[src/lkvc_pkg.sv]
`default_nettype none

package lkvc_pkg;

    // Number of entries in the store.
    localparam int ENTRIES = 16;

    // Field widths fixed by the interface.
    localparam int KEY_W   = 32;
    localparam int VALUE_W = 31;
    localparam int CAP_W   = 5;

    // Widths that follow from the store depth.
    localparam int IDX_W = $clog2(ENTRIES);
    localparam int CNT_W = $clog2(ENTRIES + 1);
    localparam int CMP_W = (CNT_W > CAP_W) ? CNT_W : CAP_W;

    localparam logic [CAP_W-1:0] CAP_RESET = CAP_W'(16);

    // Operation codes.
    localparam logic ACT_GET = 1'b0;
    localparam logic ACT_SET = 1'b1;

    // One operation handed to the store for execution.
    typedef struct packed {
        logic               fire;
        logic               action;
        logic [KEY_W-1:0]   key;
        logic [VALUE_W-1:0] value;
    } op_t;

    // Outcome of one operation.
    typedef struct packed {
        logic               hit;
        logic [VALUE_W-1:0] read_value;
    } result_t;

endpackage

`default_nettype wire

[src/lkvc_store.sv]
`default_nettype none

module lkvc_store
    import lkvc_pkg::*;
(
    input  wire logic             aclk,
    input  wire logic             aresetn,
    input  wire logic             cfg_we,
    input  wire logic [CAP_W-1:0] cfg_wdata,
    input  wire op_t              op,
    output result_t               result
);

    logic [KEY_W-1:0]   keys_reg   [ENTRIES];
    logic [KEY_W-1:0]   keys_next  [ENTRIES];
    logic [VALUE_W-1:0] values_reg [ENTRIES];
    logic [VALUE_W-1:0] values_next[ENTRIES];
    logic [IDX_W-1:0]   ranks_reg  [ENTRIES];
    logic [IDX_W-1:0]   ranks_next [ENTRIES];
    logic [ENTRIES-1:0] valid_reg;
    logic [ENTRIES-1:0] valid_next;
    logic [CNT_W-1:0]   count_reg;
    logic [CNT_W-1:0]   count_next;
    logic [CAP_W-1:0]   capacity_reg;

    logic [ENTRIES-1:0] match;
    logic               hit_any;
    logic [IDX_W-1:0]   hit_idx;
    logic [IDX_W-1:0]   free_idx;
    logic [IDX_W-1:0]   victim_idx;
    logic [IDX_W-1:0]   last_rank;
    logic [CMP_W-1:0]   eff_cap;
    logic               full;
    logic               promote_en;
    logic               write_en;
    logic [IDX_W-1:0]   tgt_idx;
    logic [IDX_W-1:0]   old_rank;

    // Capacity of zero behaves as one; anything above the depth as the depth.
    always_comb begin
        if (capacity_reg == '0) begin
            eff_cap = CMP_W'(1);
        end else if (CMP_W'(capacity_reg) > CMP_W'(ENTRIES)) begin
            eff_cap = CMP_W'(ENTRIES);
        end else begin
            eff_cap = CMP_W'(capacity_reg);
        end
    end

    assign full      = CMP_W'(count_reg) >= eff_cap;
    assign last_rank = IDX_W'(count_reg - CNT_W'(1));

    // Parallel key compare and the three lowest-index searches.
    always_comb begin
        hit_idx    = '0;
        free_idx   = '0;
        victim_idx = '0;
        for (int i = ENTRIES - 1; i >= 0; i--) begin
            match[i] = valid_reg[i] && (keys_reg[i] == op.key);
            if (match[i]) begin
                hit_idx = IDX_W'(i);
            end
            if (!valid_reg[i]) begin
                free_idx = IDX_W'(i);
            end
            if (valid_reg[i] && (ranks_reg[i] == last_rank)) begin
                victim_idx = IDX_W'(i);
            end
        end
        hit_any = |match;
    end

    // Decide which entry is touched and what rank it leaves behind.
    always_comb begin
        promote_en = 1'b0;
        write_en   = 1'b0;
        tgt_idx    = hit_idx;
        old_rank   = ranks_reg[hit_idx];
        valid_next = valid_reg;
        count_next = count_reg;
        priority if (!op.fire) begin
            promote_en = 1'b0;
        end else if (hit_any) begin
            promote_en = 1'b1;
            write_en   = (op.action == ACT_SET);
        end else if (op.action == ACT_GET) begin
            promote_en = 1'b0;
        end else if (full) begin
            promote_en = 1'b1;
            write_en   = 1'b1;
            tgt_idx    = victim_idx;
            old_rank   = last_rank;
        end else begin
            // Every valid rank lies below the count, so all valid entries age.
            promote_en           = 1'b1;
            write_en             = 1'b1;
            tgt_idx              = free_idx;
            old_rank             = IDX_W'(count_reg);
            valid_next[free_idx] = 1'b1;
            count_next           = count_reg + CNT_W'(1);
        end
    end

    always_comb begin
        for (int i = 0; i < ENTRIES; i++) begin
            keys_next[i]   = keys_reg[i];
            values_next[i] = values_reg[i];
            ranks_next[i]  = ranks_reg[i];
            if (promote_en) begin
                if (IDX_W'(i) == tgt_idx) begin
                    ranks_next[i] = '0;
                end else if (valid_reg[i] && (ranks_reg[i] < old_rank)) begin
                    ranks_next[i] = ranks_reg[i] + IDX_W'(1);
                end
            end
            if (write_en && (IDX_W'(i) == tgt_idx)) begin
                keys_next[i]   = op.key;
                values_next[i] = op.value;
            end
        end
    end

    always_comb begin
        result.hit        = hit_any;
        result.read_value = (hit_any && (op.action == ACT_GET)) ? values_reg[hit_idx] : '0;
    end

    always_ff @(posedge aclk) begin
        if (!aresetn) begin
            valid_reg    <= '0;
            count_reg    <= '0;
            capacity_reg <= CAP_RESET;
            for (int i = 0; i < ENTRIES; i++) begin
                ranks_reg[i] <= '0;
            end
        end else if (cfg_we) begin
            // A new capacity starts from an empty store.
            capacity_reg <= cfg_wdata;
            valid_reg    <= '0;
            count_reg    <= '0;
        end else begin
            valid_reg <= valid_next;
            count_reg <= count_next;
            ranks_reg <= ranks_next;
        end
    end

    always_ff @(posedge aclk) begin
        keys_reg   <= keys_next;
        values_reg <= values_next;
    end

endmodule

`default_nettype wire

[src/lru_key_value_cache_top.sv]
// Fully associative key-value cache with least-recently-used replacement.
//
// Input channel (s_valid/s_ready): one transaction carries an action (get or
// set), a 32-bit signed key and a 31-bit value. Output channel
// (m_valid/m_ready): one transaction per input transaction, in order, giving
// the hit flag and, for a get that hits, the stored value (zero otherwise).
// Configuration: cfg_we writes cfg_wdata into the capacity register in the
// same cycle; this also empties the store. The user must write it only while
// idle; the block itself does not enforce this.
//
// A transaction passes the input register and then the result register, whose
// loading raises m_valid. Throughput is one transaction per cycle while the
// receiver does not stall: the key compare over all sixteen entries and the
// rank update are combinational, so each item sees its predecessor's state.
//
// Reset (aresetn, synchronous, active low) empties the store, sets the
// capacity to sixteen and drops both valid flags. When the receiver stalls,
// the result stays held in the result register and one further input
// transaction is still taken into the input register; s_ready then falls
// until the receiver takes the waiting result.
`default_nettype none

module lru_key_value_cache_top
    import lkvc_pkg::*;
(
    input  wire logic                      aclk,
    input  wire logic                      aresetn,
    input  wire logic                      cfg_we,
    input  wire logic [CAP_W-1:0]          cfg_wdata,
    input  wire logic                      s_valid,
    output logic                           s_ready,
    input  wire logic                      s_action,
    input  wire logic signed [KEY_W-1:0]   s_key,
    input  wire logic [VALUE_W-1:0]        s_value,
    output logic                           m_valid,
    input  wire logic                      m_ready,
    output logic                           m_hit,
    output logic [VALUE_W-1:0]             m_read_value
);

    logic               in_valid_reg;
    logic               in_action_reg;
    logic [KEY_W-1:0]   in_key_reg;
    logic [VALUE_W-1:0] in_value_reg;
    logic               out_valid_reg;
    logic               out_hit_reg;
    logic [VALUE_W-1:0] out_value_reg;
    logic               fire;
    op_t                op;
    result_t            result;

    // The held item executes once the result register is free or draining.
    assign fire    = in_valid_reg && (!out_valid_reg || m_ready);
    assign s_ready = !in_valid_reg || fire;

    always_comb begin
        op.fire   = fire;
        op.action = in_action_reg;
        op.key    = in_key_reg;
        op.value  = in_value_reg;
    end

    lkvc_store u_store (
        .aclk      (aclk),
        .aresetn   (aresetn),
        .cfg_we    (cfg_we),
        .cfg_wdata (cfg_wdata),
        .op        (op),
        .result    (result)
    );

    // Control flags of both registers.
    always_ff @(posedge aclk) begin
        if (!aresetn) begin
            in_valid_reg  <= 1'b0;
            out_valid_reg <= 1'b0;
        end else begin
            if (s_valid && s_ready) begin
                in_valid_reg <= 1'b1;
            end else if (fire) begin
                in_valid_reg <= 1'b0;
            end
            if (fire) begin
                out_valid_reg <= 1'b1;
            end else if (m_ready) begin
                out_valid_reg <= 1'b0;
            end
        end
    end

    // Payload registers carry no reset.
    always_ff @(posedge aclk) begin
        if (s_valid && s_ready) begin
            in_action_reg <= s_action;
            in_key_reg    <= unsigned'(s_key);
            in_value_reg  <= s_value;
        end
        if (fire) begin
            out_hit_reg   <= result.hit;
            out_value_reg <= result.read_value;
        end
    end

    assign m_valid      = out_valid_reg;
    assign m_hit        = out_hit_reg;
    assign m_read_value = out_value_reg;

endmodule

`default_nettype wire

[config.mk]
export PLATFORM = sky130hd
export DESIGN_NAME = lru_key_value_cache_top
export DESIGN_NICKNAME = d
export VERILOG_FILES = /design/src/lkvc_pkg.sv /design/src/lkvc_store.sv /design/src/lru_key_value_cache_top.sv
export SDC_FILE = /design/constraint.sdc
export NUM_CORES = 2
export LEC_CHECK = 0
export ABC_AREA = 1
export BUFFER_PORTS_ARGS = -buffer_cell sky130_fd_sc_hd__clkbuf_2
export CORE_MARGIN = 1
export CORE_UTILIZATION = 29
export DETAILED_ROUTE_END_ITERATION = 16
export PLACE_DENSITY_LB_ADDON = 0.1
export SLEW_MARGIN = 20
export SYNTH_ARGS = -nofsm -noshare
export SYNTH_HDL_FRONTEND = slang
export SYNTH_SLANG_ARGS = --single-unit
[constraint.sdc]
create_clock -name aclk -period 11.4 [get_ports aclk]
set_input_delay 3.42 -clock aclk [delete_from_list [all_inputs] [get_ports aclk]]
set_output_delay 3.42 -clock aclk [all_outputs]
set_load 0.1 [all_outputs]
==> metrics.md <==
| Metric | Value |
|---|---|
| Cell Area, Placed | `between 50000 and 60000 um^2` |
| Die height | `430.0 um` |
| GRT Total Usage | `19.92%` |
| CP arrival | `8.54 ns` |
| Ports | `around 110` |
| Crit-path leading delay family | `buffers and inverters` |
| Post-CTS Repair Setup Buffers | `0` |
| Nets@finish | `4846` |
| Num rows | `156` |
| Root buf cell | `clkbuf_16` |
| Num Clock Sinks | `1196` |
| Worst-Margin Slew | `approximately 1.1 ns` |
| RR Startpoint | `in_key_reg[17]` |
| Setup slack, reg-to-reg | `3.55 ns` |
| Worst EP required | `12.09 ns` |
| DRT iter0 DRCs | `3280` |
| Final Max Slew Viols | `0` |
| Top-count cell post-synth | `edfxtp_1` |
| R2R depth | `22` |
| Routed wire length | `between 150000 and 200000 um` |
| Type of the worst min-delay path | `register to register` |
| CORE AREA | `between 150000 and 200000 um^2` |
| Post-Route Skew | `about 0.036 ns` |
| HP Start | `u_store.count_reg[4]` |
| CP Cell Sequence | `buf_4 -> inv_2 -> o22ai_1 -> or4_1 -> nor4_2 -> nand4_4 -> nand3_4 -> a21oi_4 -> buf_4 -> clkinv_2 -> buf_4 -> a21oi_1 -> a221o_1 -> o211ai_1 -> inv_1 -> ha_1 -> a2111oi_0 -> nand2_1 -> nand2_1 -> nand3_1 -> nand2_1 -> nor2_1` |
| Reg clk slew, reported paths | `around 0.060 ns` |
| Pwr Total | `9.660 mW` |
| Synth top area cells | `edfxtp_1 62%, nand2_1 4.6%, a21oi_1 3.9%` |
| Hold Violations, Final | `0` |
| Yosys cell types | `70` |
| Antenna violations before repair | `9` |
| Initial cell density of the core | `29.30%` |
| Mapped Cells | `4560` |
| Largest register FFs | `about 500` |
| Leakage | `20.96 nW` |
| TritonCTS clock tree | `done` |
| CP Max Fanout | `a little under 70` |
| Post-synth ARST share | `0%` |
| Synthesized area per cell | `11.65 um^2` |
| Power per cell area | `about 160 nW/um^2` |
| Worst setup EP type | `register` |
| Vias per cell | `5.081` |
| Die X | `approximately 430 um` |
| Status | `complete, no violations` |
| Layout cells sized above 1 | `roughly 12%` |
| Crit path from | `in_key_reg[17]` |
| Total gr overflow | `0` |
| MaxCap Viol Count | `0` |
| Latest clock arrival within the worst-skew pair | `0.80 ns` |
| DRC Markers | `0` |
| RSZ-0062 raised after global routing | `no` |
| Worst vdd ir | `about 0.00011 V` |
| Max stage delay cell, worst path | `buf_4` |
| Synth Flop Type | `edfxtp_1` |
| Reg2reg end | `u_store.ranks_reg[34]` |
| Post-Layout Inst Area | `60890 um^2` |
| YS warnings | `0` |
| Wirelength per Cell | `roughly 26 um` |
| Worst setup SP type | `register` |
| Leading area contributor after synthesis | `edfxtp_1` |
| Hold-fix buffers, CTS | `0` |
| Post-synth top cells | `1104 x edfxtp_1, 654 x nand2_1, 410 x a21oi_1, 366 x inv_1, 284 x nor2_1` |
| WS Path Type | `register to register` |
| Routability cong. | `0.8249` |
| TritonRoute pass-1 iters | `5` |
| Max stage delay on crit path | `0.85 ns` |
| #FFs+latches synth | `1196` |
| Synthesized net count | `4705` |
| Tcrit/Tclk final | `68.88%` |
| IO buf count | `between 100 and 150` |
| Slew HR | `21.63%` |
| Hold Path Sink | `u_store.count_reg[4]` |
| CTS buffer count | `145` |
| # setup viols final | `0` |
| Post-Syn Area | `approximately 53000 um^2` |
| Antenna-violating nets left | `0` |
| Area delta synth->final | `14.61%` |
| Pin count of the biggest net entering global routing | `164` |
| EDFF count, synth | `1104` |
| H-tree levels | `4` |
| Deepest clock path buffer count | `3` |
| Via count | `roughly 37k` |
| First-pass GRT wire length | `265200 um` |
| Achievable Freq | `between 100 and 150 MHz` |
| Die ar. | `184900 um^2` |
| Cts repair resizes | `0` |
| CP bufs+invs | `6` |
| Vias in the first global route | `35.29k` |
| Setup TNS Final | `0 ns` |
| Post-synth top area share | `62.40%` |
| Sequential share of the synthesized area | `65.86%` |
| Cells on Worst Hold Path | `1` |
| DP HPWL | `approximately 110000 um` |
| Final min period | `7.852 ns` |
-- stage by stage --
| step | instances | worst slack (ns) | hold slack, ns | utilization, % |
|---|---|---|---|---|
| finish | 7185 | 3.548 | 0.4674 | 33.58 |
| floorplan | 4560 | 3.535 | 0.4259 | - |
| global route | 7184 | 2.947 | 0.4914 | 33.58 |
| detailed placement | 6922 | 3.643 | 0.4597 | 31.11 |
| global placement | 6921 | 3.755 | 0.4581 | 31.10 |
| CTS | 7182 | 3.655 | 0.4685 | 33.56 |
-- placed cells by master (no fill, tap or decap), types with 19 or more instances in the layout --
cell type,n
nand4_1,65
nor2_1,268
a21oi_1,410
dfxtp_1,92
o22ai_1,73
xnor2_1,90
ha_1,71
or2_2,21
clkbuf_1,38
clkinv_2,24
a22o_1,26
o21ai_1,32
o21ai_0,281
xor2_1,79
edfxtp_1,1104
a211oi_1,25
nor4_1,27
clkbuf_2,107
o311ai_0,93
nand2_2,36
o211ai_1,41
or2_0,19
nand2_1,653
o221ai_1,19
inv_2,34
clkinv_1,31
inv_1,363
clkbuf_16,151
nor3_1,38
buf_4,103
nand3_1,198
-- layout make-up --
type / instances / area, um^2
Antenna cell: 1 / 2.502
Inverter: 408 / 1558
Multi-Input combinational cell: 2735 / 15530
Fill cell: 17954 / 120400
Timing Repair Buffer: 215 / 1409
Clock buffer: 193 / 3976
Clock inverter: 67 / 462.9
Tap cell: 2370 / 2965
Sequential cell: 1196 / 34990
-- power by group --
part	total [mW]	internal [mW]	switching (mW)
sequential	4.86	4.82	0.0395
combinational	0.399	0.0903	0.308
clock	4.40	2.52	1.88
total	9.66	7.43	2.23
-- per-layer routing --
layer  vias to the layer above  wire length [um]  GRT usage, %
li1                      16848                 -             -
met1                     18457             87930         28.66
met2                       999             86130         31.80
met3                       200              9034         2.439
met4                         2              3264         4.684
met5                         -                13             0
-- worst max-delay path by stage --
stage | end | slack [ns] | depth (start not counted)
5_1_grt | u_store.ranks_reg[35] | 2.95 | 32
3_5_place_dp | u_store.ranks_reg[34] | 3.64 | 32
2_1_floorplan | u_store.keys_reg[32] | 3.53 | 14
3_3_place_gp | u_store.ranks_reg[63] | 3.76 | 28
4_1_cts | u_store.ranks_reg[62] | 3.65 | 25
6_report | u_store.ranks_reg[34] | 3.55 | 22
-- cells by family after synthesis --
kind of cell	Yosys count	synth area share, %
DFF	1196	65.86
AOI/OAI and AO/OA	1071	12.14
and+or+nand+nor	1423	12.30
xor gates and xnor gates	170	2.817
buffers and inverters	629	5.207
adders and majority gates	71	1.672
(Power assumes the default switching activity.)
